### src/rtl/tlr_pkg.sv
// Shared types and constants for the tensor layout reformatter.
package tlr_pkg;

    // Fixed field widths.
    localparam int ADDR_W     = 34;
    localparam int VALUE_W    = 8;
    localparam int CFG_IDX_W  = 3;
    localparam int CFG_DATA_W = 11;

    // Pad count of one run; covers slice depths up to 128.
    localparam int PAD_W = 7;

    // Batch count limit and position width.
    localparam int MAX_BATCH = 16;
    localparam int BATCH_W   = 4;

    // Configuration register indexes.
    localparam logic [CFG_IDX_W-1:0] CFG_MODE  = 3'd0;
    localparam logic [CFG_IDX_W-1:0] CFG_PAD   = 3'd1;
    localparam logic [CFG_IDX_W-1:0] CFG_BATCH = 3'd2;
    localparam logic [CFG_IDX_W-1:0] CFG_ROW   = 3'd3;
    localparam logic [CFG_IDX_W-1:0] CFG_COL   = 3'd4;
    localparam logic [CFG_IDX_W-1:0] CFG_CHAN  = 3'd5;

    // Transform modes.
    typedef enum logic [1:0] {
        MODE_SLICE   = 2'd0,
        MODE_PLANAR  = 2'd1,
        MODE_UNSLICE = 2'd2,
        MODE_NONE    = 2'd3
    } t_mode;

    // One run of destination writes: a data write followed by pad_cnt pad writes
    // at consecutive addresses.
    typedef struct packed {
        logic [ADDR_W-1:0]  addr;
        logic [VALUE_W-1:0] value;
        logic [PAD_W-1:0]   pad_cnt;
        logic               done;
    } t_run;

endpackage

### src/rtl/tlr_front.sv
// Front end: configuration registers, source position counters and run builder.
module tlr_front #(
    parameter int SLICE_DEPTH = 32,
    parameter int MAX_DIM     = 1024
) (
    input  logic                            i_clk,
    input  logic                            i_rst_n,
    input  logic                            i_in_valid,
    output logic                            o_in_ready,
    input  logic [tlr_pkg::VALUE_W-1:0]     i_in_value,
    input  logic                            i_cfg_we,
    input  logic [tlr_pkg::CFG_IDX_W-1:0]   i_cfg_idx,
    input  logic [tlr_pkg::CFG_DATA_W-1:0]  i_cfg_data,
    input  logic                            i_full,
    output logic                            o_push,
    output tlr_pkg::t_run                   o_run,
    output logic [tlr_pkg::VALUE_W-1:0]     o_pad_value
);

    localparam int SD_LOG = $clog2(SLICE_DEPTH);
    localparam int POS_W  = $clog2(MAX_DIM);
    localparam int DIM_W  = $clog2(MAX_DIM + 1);
    localparam int CH_W   = $clog2(MAX_DIM + SLICE_DEPTH);
    localparam int WSD_W  = DIM_W + SD_LOG;
    localparam int HOW_W  = DIM_W + CH_W;
    localparam int TMP_W  = (DIM_W > tlr_pkg::CFG_DATA_W) ? DIM_W : tlr_pkg::CFG_DATA_W;
    localparam int AW     = tlr_pkg::ADDR_W;
    localparam int PW     = tlr_pkg::PAD_W;
    localparam int BW     = tlr_pkg::BATCH_W;

    // A zero count is used as one, an oversized count as the maximum.
    function automatic logic [DIM_W-1:0] dim_use(input logic [tlr_pkg::CFG_DATA_W-1:0] v);
        logic [TMP_W-1:0] t;
        t = TMP_W'(v);
        if (t == '0) begin
            dim_use = DIM_W'(1);
        end else if (t > TMP_W'(MAX_DIM)) begin
            dim_use = DIM_W'(MAX_DIM);
        end else begin
            dim_use = DIM_W'(t);
        end
    endfunction

    // Configuration and derived strides.
    tlr_pkg::t_mode               r_mode;
    logic [tlr_pkg::VALUE_W-1:0]  r_pad;
    logic [BW-1:0]                r_bm1;
    logic [POS_W-1:0]             r_hm1;
    logic [POS_W-1:0]             r_wm1;
    logic [POS_W-1:0]             r_cm1;
    logic [DIM_W-1:0]             r_cc;
    logic [WSD_W-1:0]             r_wsd;
    logic [CH_W-1:0]              r_ow;
    logic [PW-1:0]                r_padw;
    logic [PW:0]                  r_gap;
    logic [HOW_W-1:0]             r_how;

    // Source positions and address trackers.
    logic [BW-1:0]    r_b, n_b;
    logic [POS_W-1:0] r_h, n_h;
    logic [POS_W-1:0] r_w, n_w;
    logic [CH_W-1:0]  r_c, n_c;
    logic [AW-1:0]    r_pa, n_pa;
    logic [AW-1:0]    r_pb, n_pb;
    logic [AW-1:0]    r_rc, n_rc;

    logic                 accept;
    logic                 cfg_hit;
    logic [DIM_W-1:0]     dim_v;
    logic [CH_W-1:0]      ow_v;
    logic [4:0]           batch_raw;
    logic [BW-1:0]        batch_m1;
    logic [DIM_W-1:0]     mul_h;
    logic [CH_W-1:0]      mul_ow;
    logic [HOW_W-1:0]     how_v;
    logic                 last_b, last_h, last_w, last_c, last_img;
    logic [SD_LOG-1:0]    lane;
    logic                 lane_last;
    logic                 c_real;
    logic                 more_slices;
    logic                 wr;

    assign o_in_ready  = !i_full;
    assign accept      = i_in_valid && !i_full;
    assign o_pad_value = r_pad;
    assign cfg_hit     = i_cfg_we && (i_cfg_idx <= tlr_pkg::CFG_CHAN);

    // Values derived from the write data at the moment of a configuration write.
    always_comb begin
        dim_v     = dim_use(i_cfg_data);
        ow_v      = ((CH_W'(dim_v) + CH_W'(SLICE_DEPTH - 1)) >> SD_LOG) << SD_LOG;
        batch_raw = i_cfg_data[4:0];
        if (batch_raw == 5'd0) begin
            batch_m1 = '0;
        end else if (batch_raw > 5'(tlr_pkg::MAX_BATCH)) begin
            batch_m1 = BW'(tlr_pkg::MAX_BATCH - 1);
        end else begin
            batch_m1 = BW'(batch_raw - 5'd1);
        end
        if (i_cfg_idx == tlr_pkg::CFG_ROW) begin
            mul_h  = dim_v;
            mul_ow = r_ow;
        end else begin
            mul_h  = DIM_W'(r_hm1) + DIM_W'(1);
            mul_ow = ow_v;
        end
        how_v = HOW_W'(mul_h) * HOW_W'(mul_ow);
    end

    // Position flags.
    always_comb begin
        last_b      = (r_b == r_bm1);
        last_h      = (r_h == r_hm1);
        last_w      = (r_w == r_wm1);
        last_c      = (r_c == CH_W'(r_cm1));
        last_img    = last_b && last_h;
        lane        = r_c[SD_LOG-1:0];
        lane_last   = &lane;
        c_real      = (r_c <= CH_W'(r_cm1));
        more_slices = ({1'b0, r_c} + (CH_W + 1)'(1)) < (CH_W + 1)'(r_cc);
    end

    // Run for the current byte.
    always_comb begin
        o_run.value   = i_in_value;
        o_run.done    = last_img && last_w && last_c;
        o_run.addr    = r_pa;
        o_run.pad_cnt = '0;
        wr            = 1'b0;
        unique case (r_mode)
            tlr_pkg::MODE_SLICE: begin
                wr         = 1'b1;
                o_run.addr = r_pa + AW'(lane);
                if (last_c) begin
                    o_run.pad_cnt = PW'(SLICE_DEPTH - 1) - PW'(lane);
                end
            end
            tlr_pkg::MODE_PLANAR: begin
                wr         = 1'b1;
                o_run.addr = r_pa + r_rc;
                if (last_w) begin
                    o_run.pad_cnt = r_padw;
                end
            end
            tlr_pkg::MODE_UNSLICE: begin
                wr         = c_real;
                o_run.addr = r_pa + AW'(r_c);
            end
            tlr_pkg::MODE_NONE: begin
                wr = 1'b0;
            end
        endcase
    end

    assign o_push = accept && wr;

    // Position advance.
    always_comb begin
        n_b  = r_b;
        n_h  = r_h;
        n_w  = r_w;
        n_c  = r_c;
        n_pa = r_pa;
        n_pb = r_pb;
        n_rc = r_rc;
        unique case (r_mode) inside
            tlr_pkg::MODE_SLICE, tlr_pkg::MODE_PLANAR: begin
                if (!last_c) begin
                    n_c = r_c + CH_W'(1);
                    if (r_mode == tlr_pkg::MODE_PLANAR) begin
                        n_pa = r_pa + AW'(r_how);
                    end else if (lane_last) begin
                        n_pa = r_pa + AW'(r_wsd);
                    end
                end else if (!last_w) begin
                    n_c = '0;
                    n_w = r_w + POS_W'(1);
                    if (r_mode == tlr_pkg::MODE_SLICE) begin
                        n_pb = r_pb + AW'(SLICE_DEPTH);
                        n_pa = r_pb + AW'(SLICE_DEPTH);
                    end else begin
                        n_pa = r_pb;
                        n_rc = r_rc + AW'(1);
                    end
                end else if (!last_img) begin
                    n_c = '0;
                    n_w = '0;
                    if (!last_h) begin
                        n_h = r_h + POS_W'(1);
                    end else begin
                        n_h = '0;
                        n_b = r_b + BW'(1);
                    end
                    if (r_mode == tlr_pkg::MODE_SLICE) begin
                        // The next row starts right after the last slice of this one.
                        n_pb = r_pa + AW'(SLICE_DEPTH);
                        n_pa = r_pa + AW'(SLICE_DEPTH);
                    end else if (!last_h) begin
                        n_pa = r_pb;
                        n_rc = r_rc + AW'(r_gap);
                    end else begin
                        // The next image starts after the last channel plane.
                        n_pb = r_pa + AW'(r_how);
                        n_pa = r_pa + AW'(r_how);
                        n_rc = '0;
                    end
                end else begin
                    n_b  = '0;
                    n_h  = '0;
                    n_w  = '0;
                    n_c  = '0;
                    n_pa = '0;
                    n_pb = '0;
                    n_rc = '0;
                end
            end
            tlr_pkg::MODE_UNSLICE: begin
                if (!lane_last) begin
                    n_c = r_c + CH_W'(1);
                end else if (!last_w) begin
                    n_c  = r_c & ~CH_W'(SLICE_DEPTH - 1);
                    n_w  = r_w + POS_W'(1);
                    n_pa = r_pa + AW'(r_cc);
                end else if (more_slices) begin
                    n_c  = r_c + CH_W'(1);
                    n_w  = '0;
                    n_pa = r_pb;
                end else if (!last_img) begin
                    n_c = '0;
                    n_w = '0;
                    if (!last_h) begin
                        n_h = r_h + POS_W'(1);
                    end else begin
                        n_h = '0;
                        n_b = r_b + BW'(1);
                    end
                    n_pb = r_pa + AW'(r_cc);
                    n_pa = r_pa + AW'(r_cc);
                end else begin
                    n_b  = '0;
                    n_h  = '0;
                    n_w  = '0;
                    n_c  = '0;
                    n_pa = '0;
                    n_pb = '0;
                    n_rc = '0;
                end
            end
            default: begin
                n_c = r_c;
            end
        endcase
    end

    // Configuration writes and position registers.
    always_ff @(posedge i_clk) begin
        if (!i_rst_n) begin
            r_mode <= tlr_pkg::MODE_SLICE;
            r_pad  <= '0;
            r_bm1  <= '0;
            r_hm1  <= '0;
            r_wm1  <= '0;
            r_cm1  <= '0;
            r_cc   <= DIM_W'(1);
            r_wsd  <= WSD_W'(SLICE_DEPTH);
            r_ow   <= CH_W'(SLICE_DEPTH);
            r_padw <= PW'(SLICE_DEPTH - 1);
            r_gap  <= (PW + 1)'(SLICE_DEPTH);
            r_how  <= HOW_W'(SLICE_DEPTH);
            r_b    <= '0;
            r_h    <= '0;
            r_w    <= '0;
            r_c    <= '0;
            r_pa   <= '0;
            r_pb   <= '0;
            r_rc   <= '0;
        end else if (cfg_hit) begin
            unique case (i_cfg_idx)
                tlr_pkg::CFG_MODE: begin
                    r_mode <= tlr_pkg::t_mode'(i_cfg_data[1:0]);
                end
                tlr_pkg::CFG_PAD: begin
                    r_pad <= i_cfg_data[tlr_pkg::VALUE_W-1:0];
                end
                tlr_pkg::CFG_BATCH: begin
                    r_bm1 <= batch_m1;
                end
                tlr_pkg::CFG_ROW: begin
                    r_hm1 <= POS_W'(dim_v - DIM_W'(1));
                    r_how <= how_v;
                end
                tlr_pkg::CFG_COL: begin
                    r_wm1  <= POS_W'(dim_v - DIM_W'(1));
                    r_wsd  <= {dim_v, SD_LOG'(0)};
                    r_ow   <= ow_v;
                    r_padw <= PW'(ow_v - CH_W'(dim_v));
                    r_gap  <= (PW + 1)'(ow_v - CH_W'(dim_v)) + (PW + 1)'(1);
                    r_how  <= how_v;
                end
                tlr_pkg::CFG_CHAN: begin
                    r_cm1 <= POS_W'(dim_v - DIM_W'(1));
                    r_cc  <= dim_v;
                end
                default: begin
                    r_pad <= r_pad;
                end
            endcase
            // Any register write starts a new tensor.
            r_b  <= '0;
            r_h  <= '0;
            r_w  <= '0;
            r_c  <= '0;
            r_pa <= '0;
            r_pb <= '0;
            r_rc <= '0;
        end else if (accept) begin
            r_b  <= n_b;
            r_h  <= n_h;
            r_w  <= n_w;
            r_c  <= n_c;
            r_pa <= n_pa;
            r_pb <= n_pb;
            r_rc <= n_rc;
        end
    end

`ifndef NO_ASSERTIONS
    // A register write returns every position counter to the tensor start.
    a_cfg_clears_pos: assert property (@(posedge i_clk) disable iff (!i_rst_n)
        cfg_hit |=> (r_b == '0) && (r_h == '0) && (r_w == '0) && (r_c == '0))
        else $error("position counters not cleared after a configuration write");
`endif

endmodule

### src/rtl/tlr_queue.sv
// Short run queue between the front end and the write generator.
module tlr_queue #(
    parameter int DEPTH = 4
) (
    input  logic          i_clk,
    input  logic          i_rst_n,
    input  logic          i_push,
    input  tlr_pkg::t_run i_data,
    output logic          o_full,
    output logic          o_valid,
    input  logic          i_pop,
    output tlr_pkg::t_run o_data
);

    localparam int PTR_W = (DEPTH > 1) ? $clog2(DEPTH) : 1;
    localparam int CNT_W = $clog2(DEPTH + 1);

    tlr_pkg::t_run    r_mem [DEPTH];
    logic [PTR_W-1:0] r_wr_ptr;
    logic [PTR_W-1:0] r_rd_ptr;
    logic [CNT_W-1:0] r_count;
    logic             do_push;
    logic             do_pop;

    assign o_full  = (r_count == CNT_W'(DEPTH));
    assign o_valid = (r_count != '0);
    assign o_data  = r_mem[r_rd_ptr];
    assign do_push = i_push && !o_full;
    assign do_pop  = i_pop && o_valid;

    // Entry storage.
    always_ff @(posedge i_clk) begin
        if (do_push) begin
            r_mem[r_wr_ptr] <= i_data;
        end
    end

    // Pointers and fill count.
    always_ff @(posedge i_clk) begin
        if (!i_rst_n) begin
            r_wr_ptr <= '0;
            r_rd_ptr <= '0;
            r_count  <= '0;
        end else begin
            if (do_push) begin
                r_wr_ptr <= (r_wr_ptr == PTR_W'(DEPTH - 1)) ? '0 : r_wr_ptr + PTR_W'(1);
            end
            if (do_pop) begin
                r_rd_ptr <= (r_rd_ptr == PTR_W'(DEPTH - 1)) ? '0 : r_rd_ptr + PTR_W'(1);
            end
            if (do_push && !do_pop) begin
                r_count <= r_count + CNT_W'(1);
            end else if (do_pop && !do_push) begin
                r_count <= r_count - CNT_W'(1);
            end
        end
    end

`ifndef NO_ASSERTIONS
    // The front end never offers a run while the queue is full.
    a_no_push_full: assert property (@(posedge i_clk) disable iff (!i_rst_n)
        i_push |-> !o_full)
        else $error("run pushed into a full queue");

    // A lone push grows the fill count by one.
    a_push_count: assert property (@(posedge i_clk) disable iff (!i_rst_n)
        i_push && !i_pop |=> r_count == $past(r_count) + CNT_W'(1))
        else $error("queue fill count did not follow a push");
`endif

endmodule

### src/rtl/tlr_back.sv
// Back end: expands each run into destination writes behind an output register.
module tlr_back (
    input  logic                          i_clk,
    input  logic                          i_rst_n,
    input  logic                          i_q_valid,
    input  tlr_pkg::t_run                 i_q_data,
    output logic                          o_pop,
    input  logic [tlr_pkg::VALUE_W-1:0]   i_pad_value,
    output logic                          o_out_valid,
    input  logic                          i_out_ready,
    output logic [tlr_pkg::ADDR_W-1:0]    o_out_addr,
    output logic [tlr_pkg::VALUE_W-1:0]   o_out_value,
    output logic                          o_last_of_run,
    output logic                          o_tensor_done
);

    localparam int AW = tlr_pkg::ADDR_W;
    localparam int PW = tlr_pkg::PAD_W;

    // Output register.
    logic                         r_out_valid;
    logic [AW-1:0]                r_out_addr;
    logic [tlr_pkg::VALUE_W-1:0]  r_out_value;
    logic                         r_out_last;
    logic                         r_out_done;

    // Pad run in progress.
    logic          r_act;
    logic [AW-1:0] r_addr;
    logic [PW-1:0] r_left;
    logic          r_done;

    logic out_free;

    assign out_free      = !r_out_valid || i_out_ready;
    assign o_pop         = out_free && !r_act && i_q_valid;
    assign o_out_valid   = r_out_valid;
    assign o_out_addr    = r_out_addr;
    assign o_out_value   = r_out_value;
    assign o_last_of_run = r_out_last;
    assign o_tensor_done = r_out_done;

    // Control: output valid and the pad run tracker.
    always_ff @(posedge i_clk) begin
        if (!i_rst_n) begin
            r_out_valid <= 1'b0;
            r_act       <= 1'b0;
        end else if (out_free) begin
            if (r_act) begin
                r_out_valid <= 1'b1;
                if (r_left == '0) begin
                    r_act <= 1'b0;
                end
            end else if (i_q_valid) begin
                r_out_valid <= 1'b1;
                r_act       <= (i_q_data.pad_cnt != '0);
            end else begin
                r_out_valid <= 1'b0;
            end
        end
    end

    // Payload: data write first, then pad writes at consecutive addresses.
    always_ff @(posedge i_clk) begin
        if (out_free) begin
            if (r_act) begin
                r_out_addr  <= r_addr;
                r_out_value <= i_pad_value;
                r_out_last  <= (r_left == '0);
                r_out_done  <= (r_left == '0) && r_done;
                r_addr      <= r_addr + AW'(1);
                r_left      <= r_left - PW'(1);
            end else if (i_q_valid) begin
                r_out_addr  <= i_q_data.addr;
                r_out_value <= i_q_data.value;
                r_out_last  <= (i_q_data.pad_cnt == '0);
                r_out_done  <= (i_q_data.pad_cnt == '0) && i_q_data.done;
                r_addr      <= i_q_data.addr + AW'(1);
                r_left      <= i_q_data.pad_cnt - PW'(1);
                r_done      <= i_q_data.done;
            end
        end
    end

`ifndef NO_ASSERTIONS
    // While pad writes remain, the output register always holds a write.
    a_act_has_out: assert property (@(posedge i_clk) disable iff (!i_rst_n)
        r_act |-> r_out_valid)
        else $error("pad run active with an empty output register");

    // The tensor end marker only rides on the final write of a run.
    a_done_is_last: assert property (@(posedge i_clk) disable iff (!i_rst_n)
        r_out_valid && r_out_done |-> r_out_last)
        else $error("tensor end marked on a write that is not last of its run");
`endif

endmodule

### src/rtl/tensor_layout_reformatter_top.sv
// Top level of the tensor layout reformatter.
// Converts a byte stream between NHWC, depth-sliced and row-padded planar
// layouts, emitting one destination write (address and byte) per transaction
// on the output. The front end accepts one source byte per clock cycle while
// the run queue is not full and turns it into a run: one data write plus, at
// the end of a pixel (slice mode) or of a row (planar mode), up to
// SLICE_DEPTH-1 pad writes. The write generator issues one write per cycle
// while the output is ready; a QUEUE_DEPTH-entry run queue absorbs the
// difference in rate. Padding lanes of the unslice mode and bytes taken in the
// unused mode make no write. A run passes the queue and then the output
// register. Configuration registers must be written only while the block is
// idle; the block does not enforce this. Any write restarts the tensor
// position at zero. SLICE_DEPTH must be a power of two.
module tensor_layout_reformatter_top #(
    parameter int SLICE_DEPTH = 32,
    parameter int MAX_DIM     = 1024,
    parameter int QUEUE_DEPTH = 4
) (
    input  logic                            i_clk,
    input  logic                            i_rst_n,
    input  logic                            i_in_valid,
    output logic                            o_in_ready,
    input  logic [tlr_pkg::VALUE_W-1:0]     i_in_value,
    output logic                            o_out_valid,
    input  logic                            i_out_ready,
    output logic [tlr_pkg::ADDR_W-1:0]      o_out_addr,
    output logic [tlr_pkg::VALUE_W-1:0]     o_out_value,
    output logic                            o_last_of_run,
    output logic                            o_tensor_done,
    input  logic                            i_cfg_we,
    input  logic [tlr_pkg::CFG_IDX_W-1:0]   i_cfg_idx,
    input  logic [tlr_pkg::CFG_DATA_W-1:0]  i_cfg_data
);

    logic                         push;
    logic                         full;
    logic                         q_valid;
    logic                         pop;
    tlr_pkg::t_run                run_in;
    tlr_pkg::t_run                run_out;
    logic [tlr_pkg::VALUE_W-1:0]  pad_value;

    // Front end: configuration, positions and run building.
    tlr_front #(
        .SLICE_DEPTH (SLICE_DEPTH),
        .MAX_DIM     (MAX_DIM)
    ) u_front (
        .i_clk       (i_clk),
        .i_rst_n     (i_rst_n),
        .i_in_valid  (i_in_valid),
        .o_in_ready  (o_in_ready),
        .i_in_value  (i_in_value),
        .i_cfg_we    (i_cfg_we),
        .i_cfg_idx   (i_cfg_idx),
        .i_cfg_data  (i_cfg_data),
        .i_full      (full),
        .o_push      (push),
        .o_run       (run_in),
        .o_pad_value (pad_value)
    );

    // Run queue.
    tlr_queue #(
        .DEPTH (QUEUE_DEPTH)
    ) u_queue (
        .i_clk   (i_clk),
        .i_rst_n (i_rst_n),
        .i_push  (push),
        .i_data  (run_in),
        .o_full  (full),
        .o_valid (q_valid),
        .i_pop   (pop),
        .o_data  (run_out)
    );

    // Write generator.
    tlr_back u_back (
        .i_clk         (i_clk),
        .i_rst_n       (i_rst_n),
        .i_q_valid     (q_valid),
        .i_q_data      (run_out),
        .o_pop         (pop),
        .i_pad_value   (pad_value),
        .o_out_valid   (o_out_valid),
        .i_out_ready   (i_out_ready),
        .o_out_addr    (o_out_addr),
        .o_out_value   (o_out_value),
        .o_last_of_run (o_last_of_run),
        .o_tensor_done (o_tensor_done)
    );

endmodule
### config.mk
export PLATFORM = sky130hd
export DESIGN_NAME = tensor_layout_reformatter_top
export DESIGN_NICKNAME = d
export VERILOG_FILES = /design/src/rtl/tlr_pkg.sv /design/src/rtl/tlr_front.sv /design/src/rtl/tlr_queue.sv /design/src/rtl/tlr_back.sv /design/src/rtl/tensor_layout_reformatter_top.sv
export SDC_FILE = /design/constraint.sdc
export NUM_CORES = 2
export LEC_CHECK = 0
export BUFFER_PORTS_ARGS = -buffer_cell sky130_fd_sc_hd__buf_4
export CAP_MARGIN = 20
export CORE_UTILIZATION = 45
export CTS_CLUSTER_DIAMETER = 100
export DETAILED_ROUTE_END_ITERATION = 8
export HOLD_SLACK_MARGIN = 0.08
export PLACE_DENSITY = 0.6
export RECOVER_POWER = 100
export SYNTH_ARGS = -nofsm -noshare
export SYNTH_HDL_FRONTEND = slang
export SYNTH_SLANG_ARGS = --single-unit
### constraint.sdc
create_clock -name i_clk -period 22.9 [get_ports i_clk]
set_input_delay 3.435 -clock i_clk [delete_from_list [all_inputs] [get_ports i_clk]]
set_output_delay 3.435 -clock i_clk [all_outputs]
set_load 0.01 [all_outputs]
; ---- Word level (Yosys, flattened, before mapping)
; Memory sizes are Yosys's and may differ from the RTL's. A register that Yosys moved wholly into a read port is not among the register bits.
; Index checks and enable logic that the tools add are counted.
[classes]
addsub = 30
mul = 1
n_lt_le_gt_ge = 5
n_eq_ne = 25
n_mux = 89
bitwise = 2
reduce_logical = 51
[op_table]
columns = cell, count
row1 = $mux 34, 29
row2 = $pmux 34 s2, 3
row3 = $add 34x1->34 const B, 3
row4 = $pmux 34 s3, 1
row5 = $mux 10, 10
row6 = $mux 11, 8
row7 = $add 34x11->34, 2
row8 = $add 34x6->34 const B, 2
row9 = $pmux 10 s2, 2
row10 = $mux 4, 9
row11 = $add 34x16->34, 1
row12 = $add 34x22->34, 1
row13 = $add 34x34->34, 1
row14 = $add 34x5->34, 1
row15 = $add 34x8->34, 1
row16 = $mux 7, 4
row17 = $mul 11x11->22, 1
row18 = $pmux 11 s2, 1
row19 = $add 10x1->10 const B, 2
row20 = $eq 10x10->1, 2
row21 = $reduce_and 2->1, 9
row22 = $mux 8, 2
row23 = $logic_and 1x1->1, 14
row24 = $logic_not 7->1, 2
row25 = 52 further kinds, 92
[totals]
register_bits = 341
ram_bits = 200
wordCells = 236
n_memories = 1
[memory_table]
columns = memory, depth, width, rd, rd_clocked_by_memory_dff, wr, line_no
row1 = u_queue.r_mem, 4, 50, 1, 1, 1, tlr_queue.sv:18  ; tlr_pkg::t_run r_mem [DEPTH];

; ---- Depth between registers and ports, before layout
[logic_depth]
ltp_word = 9
depth_mapped = 34
depth_no_buf = 33

; ---- Hierarchy
; Synthesis repeated with hierarchy kept, for this count alone.
[hier_totals]
cells_unflattened = 3903
hier_area_um2 = 35387.7
[by_module_without_submodules]
columns = module, n_inst, cells_per_inst, area_each_um2, seq_area_each_um2
row1 = tlr_front, 1, 3244, 23221.0, 4764.6
row2 = tlr_queue, 1, 313, 7753.7, 6185.9
row3 = tlr_back, 1, 346, 4413.0, 2622.5

; ---- Least setup slack after synthesis
; OpenSTA, ideal clock, no wires.
[synth_path]
path_kind = input to register
start = input i_cfg_data[0] in the netlist's numbering
end = register u_front.r_how[20]
arrival_ns = 10.325
t_required_ns = 22.778
path_slack_ns = 12.452
stages = 34
path_buffers = 2
path_cell_list = inv_1 > ha_1 > or3b_2 > clkbuf_1 > nor4_4 > nor2_1 > nor2_4 > inv_2 > ha_1 > o21ai_0 > nand2_1 > xnor2_1 > nand2_1 > o21ai_0 > clkbuf_1 > nor2_1 > fa_1 > inv_1 > fa_1 > fa_1 > inv_1 > ha_1 > ha_1 > ha_1 > fa_1 > a21o_1 > a21oi_1 > o21bai_1 > a21oi_1 > o21bai_1 > a21oi_1 > o21ai_0 > mux2i_1 > a311o_1
[synth_between]
elab_chain_cells = 6
[synth_rtl]
columns = item, line_no
row1 = start: declaration, tensor_layout_reformatter_top.sv:32  ; input logic [tlr_pkg::CFG_DATA_W-1:0] i_cfg_data
row2 = $gt 11x11->1, tlr_front.sv:37  ; end else if (t > TMP_W'(MAX_DIM)) begin
row3 = $mux 11, tlr_front.sv:37
row4 = $mux 11 (*), tlr_front.sv:35  ; if (t == '0) begin
row5 = net u_front.dim_v[0], tlr_front.sv:69  ; logic [DIM_W-1:0] dim_v;
row6 = $add 11x5->11, tlr_front.sv:91  ; ow_v = ((CH_W'(dim_v) + CH_W'(SLICE_DEPTH - 1)) >> SD_LOG) << SD_LOG;
row7 = $mux 11, tlr_front.sv:100  ; if (i_cfg_idx == tlr_pkg::CFG_ROW) begin
row8 = $mul 11x11->22 (*), tlr_front.sv:107  ; how_v = HOW_W'(mul_h) * HOW_W'(mul_ow);
row9 = end signal: assignment, tlr_front.sv:269  ; r_how <= HOW_W'(SLICE_DEPTH);
row10 = end signal: assignment, tlr_front.sv:290  ; r_how <= how_v;
row11 = end signal: assignment, tlr_front.sv:298  ; r_how <= how_v;
row12 = end: declaration, tlr_front.sv:56  ; logic [HOW_W-1:0] r_how;
; Mark *: on every way through the listed nets, which the timed path passes. The rest lies on a longest branch.
; A chain may end at the register's enable or synchronous reset.

; ---- Final worst setup path
; Ends and elaborated chain as after synthesis.

==> run_results.csv <==
group,metric,value,unit
job,maxCapViolCount,16,
die,die_area,0.07869,mm2
timing,fmax,87.75,MHz
grt,antenna_found_initial,2,
power,cellPowerDensity,85.37,mW/mm2
die,core,0.07633,mm2
yosys,synth-simple-area-share,0.1858,
power,p_switching,1111,uW
timing,timing.final.ws_setup,11.50,ns
drt,vias,29790,
drt,viasPerCell,6.081,
critical_path,cp.arrival,11.89,ns
critical_path,path_max_fanout,11,
die,placementRows,101,
yosys,synth_top_area_frac,0.2460,
placement,place_ws,11.40,ns
critical_path,endpoint_kind,"register",
placement,dp_hpwl,77.13,mm
yosys,ys_types,99,
critical_path,start_kind,"primary input",
yosys,synthTopCellsByArea,"edfxtp_1, dfxtp_1, ha_1",
timing,setup_viol,0,
run_status,outcome,"finished, violations left",
yosys,synth_ff_type,"edfxtp_1",
yosys,synthArstFlopShare,0,
min_path,hold_path_class,"reg -> reg",
power,power,3258,uW
timing,fin_crit,11.40,ns
drt,wire_per_inst,22.25,um
critical_path,cp_common_cell,"ha_1",
critical_path,crit_family,"adder cells",
finish,drive_above_1_share,0.06984,
yosys,synth_xor_area_frac,0.06348,
drt,wl,109.0,mm
timing,fin_setup_tns,0,ns
yosys,synth_fa_ha_area_frac,0.08839,
clocking,cts_setup_buffers,0,
grt,grtUsageTotal,0.2765,
die,io_pins,73,
run_status,violations,"capacitance limit, slew limit",
timing,skew,0.03041,ns
timing,timing.final.hold_violations,0,
timing,timing.final.crit_share,0.4977,
clocking,ctsResizeCount,0,
clocking,cts-buffers-inserted,66,
yosys,ys_top_cells_by_count,"nand2_1, nor2_1, edfxtp_1",
grt,grt_pass1_vias,28340,
finish,final_util,0.5000,
clocking,root_buffer,"clkbuf_16",
yosys,synth_warnings,0,
timing,timing.hold.ws,0.4579,ns
yosys,synth_nets,4080,
yosys,synth_compound_area_frac,0.1847,
clocking,cts_hold_buf,0,
clocking,cts_tree,"yes",
power,pwr-share-seq,0.402,
critical_path,cp_num_buf_inv,4,
critical_path,critical_path.max_stage_delay,0.75,ns
timing,slew-limit-headroom,-1.625,
yosys,netlist_instances,3833,
power,power.share.clock,0.319,
yosys,syn_area,0.03491,mm2
finish,layout.nets,4059,
placement,port_buffers,72,
critical_path,crit_type,"in -> reg",
placement,gp_congestion,0.9756,
power,leakagePower,0.01417,uW
yosys,synth_top_family_by_area,"simple AND/OR/NAND/NOR gates",
yosys,synth_top_cell_by_area,"edfxtp_1",
critical_path,required,23.40,ns
power,switching_share,0.3411,
die,die_x,280.5,um
die,fp.dieH,280.5,um
drt,drc,0,
die,start_util,0.4573,
critical_path,cpMaxStageDelayCell,"mux2i_1",
yosys,syn_avg_cell_area,9.107,um2
clocking,cts-htree-levels,3,
yosys,ys_seq_elements,536,
timing,rsz0062_at_grt,"false",
drt,drt_iter0_markers,3076,
clocking,clk_path_buf_depth,3,
clocking,clk_pin_slew,0.06,ns
clocking,cts.sinks,536,
finish,syn_to_final_growth,9.333,%
clocking,insertion_delay,0.62,ns
power,combPwrFrac,0.278,
power,max-vdd-ir-drop,0.00007646,V
yosys,yosysMostFrequentCell,"nand2_1",
drt,ant_nets,0,
power,p_int,2147,uW
yosys,muxShareOfSynthArea,0.04803,
yosys,synth_edf_count,286,
grt,grt_max_degree,77,
timing,slew_violations,577,
yosys,synth-seq-area-share,0.3894,
timing,worst_pin_slew,3.937,ns
grt,grt_overflow_total,0,
drt,dr.pass1.iters,6,
grt,grt_pass1_wl,168.2,mm
worst register-to-register path, delay by kind of cell (launching register included):
kind / cells / cell delay [ns]
buffers and inverters: 1 / 2.07
XOR/XNOR: 1 / 0.12
flip-flops: 1 / 0.56
AND/OR/NAND/NOR: 5 / 2.18
AO/OA/AOI/OAI: 3 / 1.50
cells in the final DEF, fill, tap and decap left out, types with 19 or more instances in the layout:
cell type and count:
and2_1 26, ha_1 175, a22oi_1 29, fa_1 43, or3_1 25, edfxtp_1 286
nor2b_1 31, nand4_1 38, a211oi_1 62, and3_1 67, buf_4 55, a31oi_1 37
mux2i_1 46, a21o_1 46, and4_1 19, nand2b_1 26, xor2_1 117, nand2_1 461
clkbuf_16 67, inv_1 129, nor2_1 381, o211ai_1 31, clkbuf_1 93, nor4_1 31
a221oi_1 21, o21ai_0 229, xnor2_1 136, mux4_2 50, a21oi_1 278, dfxtp_1 250
nor3_1 64, nand3_1 118
worst paths after layout:
kind	start	endpoint	slack (ns)	cells past startpoint
max reg2reg	u_front.r_gap[0]	u_front.r_pa[12]	16.16	10
min reg2reg	u_front.r_cm1[7]	u_front.r_cm1[7]	0.46	2
max	i_cfg_data[0]	u_front.r_how[20]	11.50	32
min	u_front.r_cm1[7]	u_front.r_cm1[7]	0.46	2
per-layer routing:
metal / routed length (um) / track usage / part of all wire / up-vias
li1: - / - / - / 14010
met1: 47890 / 0.3838 / 0.44 / 14220
met2: 47640 / 0.4289 / 0.44 / 1287
met3: 9398 / 0.04505 / 0.086 / 272
met4: 4029 / 0.1097 / 0.037 / 2
met5: 13 / 0 / 0.00012 / -
stage by stage:
stage | cells | cell area [um2]
floorplan | 3833 | 34910
global placement | 4772 | 36340
detailed placement | 4773 | 36350
CTS | 4895 | 38510
global route | 4896 | 38160
finish | 4898 | 38170
logic make-up (layout without fill, tap and decap cells):
kind of cell / after synthesis / in the layout
and+or+nand+nor: 1376 / 1376
AOI/OAI and AO/OA: 992 / 992
DFF: 536 / 536
buffers and inverters: 351 / 384
xor gates and xnor gates: 253 / 253
adders and majority gates: 221 / 221
muxes: 104 / 104
other: 0 / 2
power groups by stage:
stage | registers (uW) | logic [uW] | clock network, uW
floorplan | 1310 | 626 | 0
global placement | 1320 | 928 | 0
detailed placement | 1320 | 932 | 0
CTS | 1300 | 935 | 1060
global route | 1330 | 987 | 1100
finish | 1310 | 907 | 1040
registers in the layout, summed over array words and instances (netlist names), 3 cells and up, named ones only:
| signal | count |
|---|---|
| u_front.r_wsd | 10 |
| u_back.r_left | 7 |
| u_front.r_bm1 | 4 |
| u_front.r_rc | 34 |
| u_front.r_ow | 6 |
| u_front.r_pb | 34 |
| u_queue.r_count | 3 |
| u_front.r_hm1 | 10 |
| u_front.r_wm1 | 9 |
| u_front.r_cm1 | 10 |
| u_front.r_how | 17 |
| u_front.r_padw | 7 |
| u_front.r_w | 10 |
| u_front.r_h | 10 |
| u_front.r_gap | 8 |
| u_back.r_addr | 34 |
| u_front.r_c | 11 |
| u_front.r_b | 4 |
| u_back.o_out_addr | 34 |
| u_front.r_cc | 11 |
| u_front.r_pa | 34 |
| u_back.o_out_value | 8 |
| u_front.o_pad_value | 8 |
| u_queue.r_mem | 200 |
final cells by class:
cell class / count / area [um2]
timing repair buffer: 132 / 709.4
clock inverter: 30 / 317.8
tap: 1030 / 1289
sequential: 536 / 13590
fill: 7379 / 38160
inverter: 130 / 488.0
clock buffer: 92 / 1841
antenna: 2 / 5.005
multi-input combinational: 2946 / 19920
(Power assumes the default switching activity.)
